<file path="src/design/lqrwb_pkg.sv">
// ============================================================================
// lqrwb_pkg
// Shared types and constants for the wheel balance controller: stream field
// offsets, register indexes, controller states and control/status bundles.
// ============================================================================
package lqrwb_pkg;

    // Input stream layout, lowest bit first.
    localparam int IN_TDATA_W    = 160;
    localparam int OUT_TDATA_W   = 64;
    localparam int PITCH_LSB     = 0;
    localparam int RATE_LSB      = 32;
    localparam int LEFT_LSB      = 64;
    localparam int RIGHT_LSB     = 96;
    localparam int DT_LSB        = 128;
    localparam int HEIGHT_LSB    = 148;

    localparam int DATA_W        = 32;
    localparam int UDATA_W       = 31;
    localparam int DT_W          = 20;
    localparam int HEIGHT_W      = 9;
    localparam int CFG_INDEX_W   = 3;

    // Shared multiplier operand and product widths.
    localparam int MUL_W         = 33;
    localparam int PROD_W        = 2 * MUL_W;

    // Degrees to radians, pi/180 in Q0.32.
    localparam logic signed [MUL_W-1:0] DEG_TO_RAD_Q32 = 33'sd74961321;

    // Friction compensation: leg height and speed threshold (0.01 m/s).
    localparam logic [HEIGHT_W-1:0]     FRICTION_HEIGHT = 9'd290;
    localparam logic signed [DATA_W-1:0] FRICTION_EDGE  = 32'sd655;

    // Constant divider for microseconds to seconds.
    localparam int DIV_IN_W      = 52;
    localparam int DIV_Q_W       = 32;
    localparam int DIV_REM_W     = 20;
    localparam int DIV_BITS      = 4;
    localparam int DIV_STEPS     = DIV_Q_W / DIV_BITS;
    localparam int DIV_CNT_W     = $clog2(DIV_STEPS);
    localparam logic [DIV_REM_W:0]    US_PER_S     = 21'd1000000;
    localparam logic [DIV_IN_W-1:0]   HALF_US_PER_S = 52'd500000;

    // Configuration register indexes.
    typedef enum logic [CFG_INDEX_W-1:0] {
        REG_GAIN_PITCH      = 3'd0,
        REG_GAIN_PITCH_RATE = 3'd1,
        REG_GAIN_POSITION   = 3'd2,
        REG_GAIN_SPEED      = 3'd3,
        REG_WHEEL_RADIUS    = 3'd4,
        REG_DRIVE_LIMIT     = 3'd5,
        REG_POSITION_LIMIT  = 3'd6,
        REG_FRICTION_OFFSET = 3'd7
    } cfg_reg_t;

    // Operand pairs of the shared multiplier.
    typedef enum logic [2:0] {
        MUL_SPEED,
        MUL_PITCH,
        MUL_RATE,
        MUL_DT,
        MUL_GAIN_PITCH,
        MUL_GAIN_RATE,
        MUL_GAIN_SPEED,
        MUL_GAIN_POS
    } mul_sel_t;

    // Controller states, one per step of the schedule.
    typedef enum logic [3:0] {
        ST_IDLE,
        ST_SPEED,
        ST_PITCH,
        ST_RATE,
        ST_DT,
        ST_GAIN_PITCH,
        ST_GAIN_RATE,
        ST_GAIN_SPEED,
        ST_SUM_SPEED,
        ST_DIV_WAIT,
        ST_ACC,
        ST_GAIN_POS,
        ST_SUM_POS,
        ST_DRIVE
    } state_t;

    // Commands from the controller to the datapath.
    typedef struct packed {
        logic     load_in;
        logic     mul_en;
        mul_sel_t mul_sel;
        logic     save_speed;
        logic     save_pitch;
        logic     save_rate;
        logic     div_start;
        logic     sum_load;
        logic     sum_add;
        logic     acc_update;
        logic     load_out;
    } cmd_t;

    // Status from the datapath to the controller.
    typedef struct packed {
        logic div_busy;
        logic out_free;
    } status_t;

endpackage

</file>
<file path="src/design/lqrwb_ctrl.sv">
// ============================================================================
// lqrwb_ctrl
// Sequencer for one control tick: schedules the shared multiplier, the
// constant divider and the accumulations, then hands off to the output.
// ============================================================================
module lqrwb_ctrl (
    input  logic               clk,
    input  logic               rst_n,
    input  logic               s_tvalid,
    output logic               s_tready,
    input  lqrwb_pkg::status_t status,
    output lqrwb_pkg::cmd_t    cmd
);
    import lqrwb_pkg::*;

    state_t state_reg, state_next;

    // State register.
    always_ff @(posedge clk or negedge rst_n)
    begin
        if (!rst_n)
        begin
            state_reg <= ST_IDLE;
        end
        else
        begin
            state_reg <= state_next;
        end
    end

    // Next state.
    always_comb
    begin
        state_next = state_reg;
        case (state_reg)
            ST_IDLE:
            begin
                if (s_tvalid)
                begin
                    state_next = ST_SPEED;
                end
            end
            ST_SPEED:      state_next = ST_PITCH;
            ST_PITCH:      state_next = ST_RATE;
            ST_RATE:       state_next = ST_DT;
            ST_DT:         state_next = ST_GAIN_PITCH;
            ST_GAIN_PITCH: state_next = ST_GAIN_RATE;
            ST_GAIN_RATE:  state_next = ST_GAIN_SPEED;
            ST_GAIN_SPEED: state_next = ST_SUM_SPEED;
            ST_SUM_SPEED:  state_next = ST_DIV_WAIT;
            ST_DIV_WAIT:
            begin
                if (!status.div_busy)
                begin
                    state_next = ST_ACC;
                end
            end
            ST_ACC:        state_next = ST_GAIN_POS;
            ST_GAIN_POS:   state_next = ST_SUM_POS;
            ST_SUM_POS:    state_next = ST_DRIVE;
            ST_DRIVE:
            begin
                if (status.out_free)
                begin
                    state_next = ST_IDLE;
                end
            end
            default:       state_next = ST_IDLE;
        endcase
    end

    // Commands for the datapath.
    always_comb
    begin
        cmd         = '0;
        cmd.mul_sel = MUL_SPEED;
        s_tready    = 1'b0;
        case (state_reg)
            ST_IDLE:
            begin
                s_tready    = 1'b1;
                cmd.load_in = s_tvalid;
            end
            ST_SPEED:
            begin
                cmd.mul_en  = 1'b1;
                cmd.mul_sel = MUL_SPEED;
            end
            ST_PITCH:
            begin
                cmd.save_speed = 1'b1;
                cmd.mul_en     = 1'b1;
                cmd.mul_sel    = MUL_PITCH;
            end
            ST_RATE:
            begin
                cmd.save_pitch = 1'b1;
                cmd.mul_en     = 1'b1;
                cmd.mul_sel    = MUL_RATE;
            end
            ST_DT:
            begin
                cmd.save_rate = 1'b1;
                cmd.mul_en    = 1'b1;
                cmd.mul_sel   = MUL_DT;
            end
            ST_GAIN_PITCH:
            begin
                cmd.div_start = 1'b1;
                cmd.mul_en    = 1'b1;
                cmd.mul_sel   = MUL_GAIN_PITCH;
            end
            ST_GAIN_RATE:
            begin
                cmd.sum_load = 1'b1;
                cmd.mul_en   = 1'b1;
                cmd.mul_sel  = MUL_GAIN_RATE;
            end
            ST_GAIN_SPEED:
            begin
                cmd.sum_add = 1'b1;
                cmd.mul_en  = 1'b1;
                cmd.mul_sel = MUL_GAIN_SPEED;
            end
            ST_SUM_SPEED:
            begin
                cmd.sum_add = 1'b1;
            end
            ST_DIV_WAIT:
            begin
                cmd.acc_update = 1'b0;
            end
            ST_ACC:
            begin
                cmd.acc_update = 1'b1;
            end
            ST_GAIN_POS:
            begin
                cmd.mul_en  = 1'b1;
                cmd.mul_sel = MUL_GAIN_POS;
            end
            ST_SUM_POS:
            begin
                cmd.sum_add = 1'b1;
            end
            ST_DRIVE:
            begin
                cmd.load_out = status.out_free;
            end
            default:
            begin
                cmd.load_in = 1'b0;
            end
        endcase
    end

endmodule

</file>
<file path="config.mk">
export PLATFORM = sky130hd
export DESIGN_NAME = lqrwb_ctrl
export DESIGN_NICKNAME = d
export VERILOG_FILES = /design/src/design/lqrwb_pkg.sv /design/src/design/lqrwb_ctrl.sv
export SDC_FILE = /design/constraint.sdc
export NUM_CORES = 1
export LEC_CHECK = 0
export BUFFER_PORTS_ARGS = -buffer_cell sky130_fd_sc_hd__buf_2
export CORE_AREA = 2 2 39 41
export CTS_CLUSTER_DIAMETER = 30
export DETAILED_ROUTE_END_ITERATION = 16
export DIE_AREA = 0 0 41 43
export GPL_ROUTABILITY_DRIVEN = 1
export PLACE_DENSITY = 0.65
export SLEW_MARGIN = 30
export SYNTH_ARGS = -nofsm -noshare
export SYNTH_HDL_FRONTEND = slang
export SYNTH_SLANG_ARGS = --single-unit
export TNS_END_PERCENT = 100
</file>
<file path="constraint.sdc">
create_clock -name clk -period 1.6 [get_ports clk]
set_clock_uncertainty 0.2 [all_clocks]
set_input_delay 0.08 -clock clk [delete_from_list [all_inputs] [get_ports clk]]
set_output_delay 0.08 -clock clk [all_outputs]
set_load 0.05 [all_outputs]
</file>
== Yosys cells after proc, flatten, opt, wreduce, memory -nomap -nowiden ==
Cells that the tools add are included.
Storage, ports and cells
  bits of input ports: 5
  register bits after elaboration: 4
  output and inout bits: 14
  word-level logic and storage cells: 35
Operators by class
  eq/ne operators: 16
  reduce and logical (&&, ||, !) cells: 3
  mux-type cells: 15
Operators by type and width (number)
  one-hot mux 4 bit (14 select lines): 1
  one-hot mux 4 bit (8 select lines): 1
  equality test 4 bit (second input constant): 6
  equality test 4 x 3 -> 1 bit (second input constant): 4
  two-way mux 4 bit: 3
  two-way mux 1 bit: 10
  equality test 4 x 2 -> 1 bit (second input constant): 2
  != test 2 bit (second input constant): 3
  equality test 4 x 1 -> 1 bit (second input constant): 1
  zero test 4 bit: 1
  AND reduction 3 bit: 1
  OR reduction 3 bit: 1

== Logic depth before layout (Yosys ltp) ==
  word-level depth: 3
  gate-level depth with buffers: 5
  depth with buffers taken out: 3

== Worst setup path before layout ==
OpenSTA, ideal clock, no wires.
  path type: reg2out
  start point: register state_reg[1]
  end point: output port cmd[12] (netlist name)
  buffers on the path: 1
  required time: 1.320 ns
  path slack: -0.735 ns
  arrival time: 2.055 ns
  stages on the path, launching flop included: 4
  cells stage by stage: dfrtp_1 buf_2 nor4_2 and2_1
RTL lines
  from (decl): RTL line lqrwb_ctrl.sv:16  | state_t state_reg, state_next;
  from (signal assigned): RTL line lqrwb_ctrl.sv:27  | state_reg <= state_next;
  to (decl): RTL line lqrwb_ctrl.sv:12  | output lqrwb_pkg::cmd_t cmd

==> results.py <==
metrics = {
    "run_status": {
        "outcome": "finished with violations",
        "violations": "negative setup slack",
    },
    "global_routing": {
        "grt_pass1_wl_um": 1938,
        "grt_max_degree": 12,
        "grtUsageMet3_pct": 3.141,
        "grt-ovfl-total": 0,
        "use_met1_pct": 16.39,
        "grt_pass1_vias": 450,
        "grt_busiest_layer": "met2",
        "met2_usage_pct": 29.06,
        "antenna_found_initial": 0,
        "grt_use_total_pct": 16.57,
    },
    "detailed_routing": {
        "drt_wl_total_um": 1322,
        "vias_per_cell": 5.078,
        "antenna_left": 0,
        "drtIter0Drc": 9,
        "drc": 0,
        "dr.pass1.iters": 4,
        "vias": 518,
        "wl_per_cell_um": 12.96,
    },
    "sta": {
        "min_period_ps": 1623,
        "setup_violations": 5,
        "rsz0062_at_grt": "true",
        "worst_slack_ps": -22.68,
        "finalCritPeriodShare_pct": 101.4,
        "fmax_ghz": 0.6163,
        "slew_violations": 0,
        "worst_pin_slew_ps": 393.0,
        "whs_ps": 4.184,
        "relSlewSlack_pct": 73.56,
        "final-hold-violation-count": 0,
    },
    "place": {
        "port_buffers": 18,
        "hpwl_um": 900.3,
        "routabilityCongestion": 0.7928,
    },
    "critical_path": {
        "crit_path_start_kind": "register",
        "timing.rr.start": "state_reg[3]",
        "cp-end-kind": "primary output",
        "crit_path_start": "state_reg[3]",
        "path_cells": "nor4_4, and2_4, buf_8",
        "slowest_delay_ps": 460,
        "crit_type": "register to primary output",
        "crit_fanout": 8,
        "worst_ep_required_time_ps": 1320,
        "slowest_stage": "dfrtp_2",
        "cp.arrival_ps": 1340,
    },
    "run": {
        "cap_violations": 0,
    },
    "finish": {
        "mostFrequentLayoutCells": "buf_6, nand2_1, buf_4, buf_2",
        "postLayoutCoreUtil_pct": 60.94,
        "final_layout_size_suffix_gt1_share_pct": 67.44,
        "largest_reg_flops": 4,
        "fill_cells": 116,
        "fin_nets": 93,
        "n_antenna_cell": 0,
        "area_growth_pct": 101.2,
        "final_common_cell": "buf_6",
    },
    "floorplan": {
        "rows": 14,
        "core_mm2": 0.001384,
        "die_y_um": 43,
        "die_w_um": 41,
        "io_pins": 19,
        "die-area_mm2": 0.001763,
        "start_util_pct": 30.29,
    },
    "synthesis": {
        "synth_top_cell_by_area": "dfrtp_1",
        "ys_ff_latch": 4,
        "yosysTopAreaCellShare_pct": 23.88,
        "synth_cells": 58,
        "synth_seq_area_share_pct": 23.88,
        "syn-cell-area_um2": 419.2,
        "netlist_top_cells_area": "dfrtp_1, nand2_1, o21ai_1",
        "ys_types": 27,
        "syn_avg_cell_area_um2": 7.227,
        "syn-num-nets": 63,
        "yosysWarnings": 0,
    },
    "clock_network": {
        "cts.path.max_buffers": 2,
        "path_clk_slew_ps": 40,
        "cts_tree": "built",
        "cts_root_buf": "clkbuf_4",
        "clock_sinks": 4,
        "cts_made_buffers": 3,
        "clk_latency_ps": 240,
        "cts_max_level": 1,
    },
    "worst_hold_path": {
        "hp-start": "status[0]",
        "min_path_type": "input port to register",
    },
}
-- per-stage QoR --
stage | std cells | area, um^2 | setup WS (ps) | setup TNS, ps
after floorplan | 58 | 518.0 | -221.3 | -410.8
after global placement | 93 | 629.4 | 87.48 | 0
after detailed placement | 93 | 629.4 | 58.13 | 0
after CTS | 101 | 779.5 | -34.10 | -60.15
after global routing | 102 | 843.3 | -75.17 | -468.5
final | 102 | 843.3 | -22.68 | -70.36
-- logic make-up after synthesis --
group | Yosys count | synth area share (%)
AO/OA/AOI/OAI | 15 | 24.48
buffers and inverters | 9 | 12.83
flip-flops | 4 | 23.88
multiplexers | 1 | 3.581
AND/OR/NAND/NOR | 29 | 35.23
-- cell usage after synthesis --
library cell	instances
o21ai_1	6
buf_6	1
nand2_1	11
nor2b_1	1
nand3_1	1
inv_1	1
o21ai_0	1
nor4_1	1
a31o_1	1
nand2b_1	1
a211oi_2	1
nor4_2	1
dfrtp_1	4
buf_2	4
o211ai_1	1
nor3_1	3
a21oi_1	3
nor2_1	6
mux2_4	1
nor3b_1	1
nor3_2	1
o2bb2ai_1	1
a221oi_2	1
inv_2	1
and2_1	1
buf_4	2
and3b_1	1
-- metal layers --
| metal | vias up | share of wire, % |
|---|---|---|
| li1 | 262 | - |
| met1 | 237 | 36 |
| met2 | 15 | 59 |
| met3 | 4 | 2.9 |
| met4 | 0 | 2.3 |
| met5 | - | 0 |
-- worst max-delay path: cells and delay by family, from the launching register on --
family	cells	cell delay, ps
AND/OR/NAND/NOR	2	510
flip-flops	1	460
buffers and inverters	1	140
-- repair_timing --
action,in CTS,in global routing
gates resized for setup,28,16
hold endpoints to repair,6,0
hold buffers,4,0
pin swaps,1,2
buffers inserted,1,1
endpoints found under the setup margin,14,13
-- path summary, 6_finish.rpt --
kind                                     end  slack, ps  cells after the start
worst max-delay path                 cmd[12]        -20                      3
worst min-delay path            state_reg[0]          4                      4
worst max register to register  state_reg[2]         90                      3
worst min register to register  state_reg[1]        480                      3
max in group asynchronous       state_reg[2]        470                      3
min in group asynchronous       state_reg[3]        540                      3
-- layout make-up --
cell class                      count  area (um^2)  share of cell area (%)
Multi-Input combinational cell     45        387.9                   45.99
Timing Repair Buffer               32        301.5                   35.76
Sequential cell                     4        103.9                   12.31
Clock buffer                        3        22.52                   2.671
Tap cell                           16        20.02                   2.374
Inverter                            2        7.507                  0.8902
Power is not shown: default switching activity piles up to over one toggle a cycle in this logic, so the estimate is an artifact.
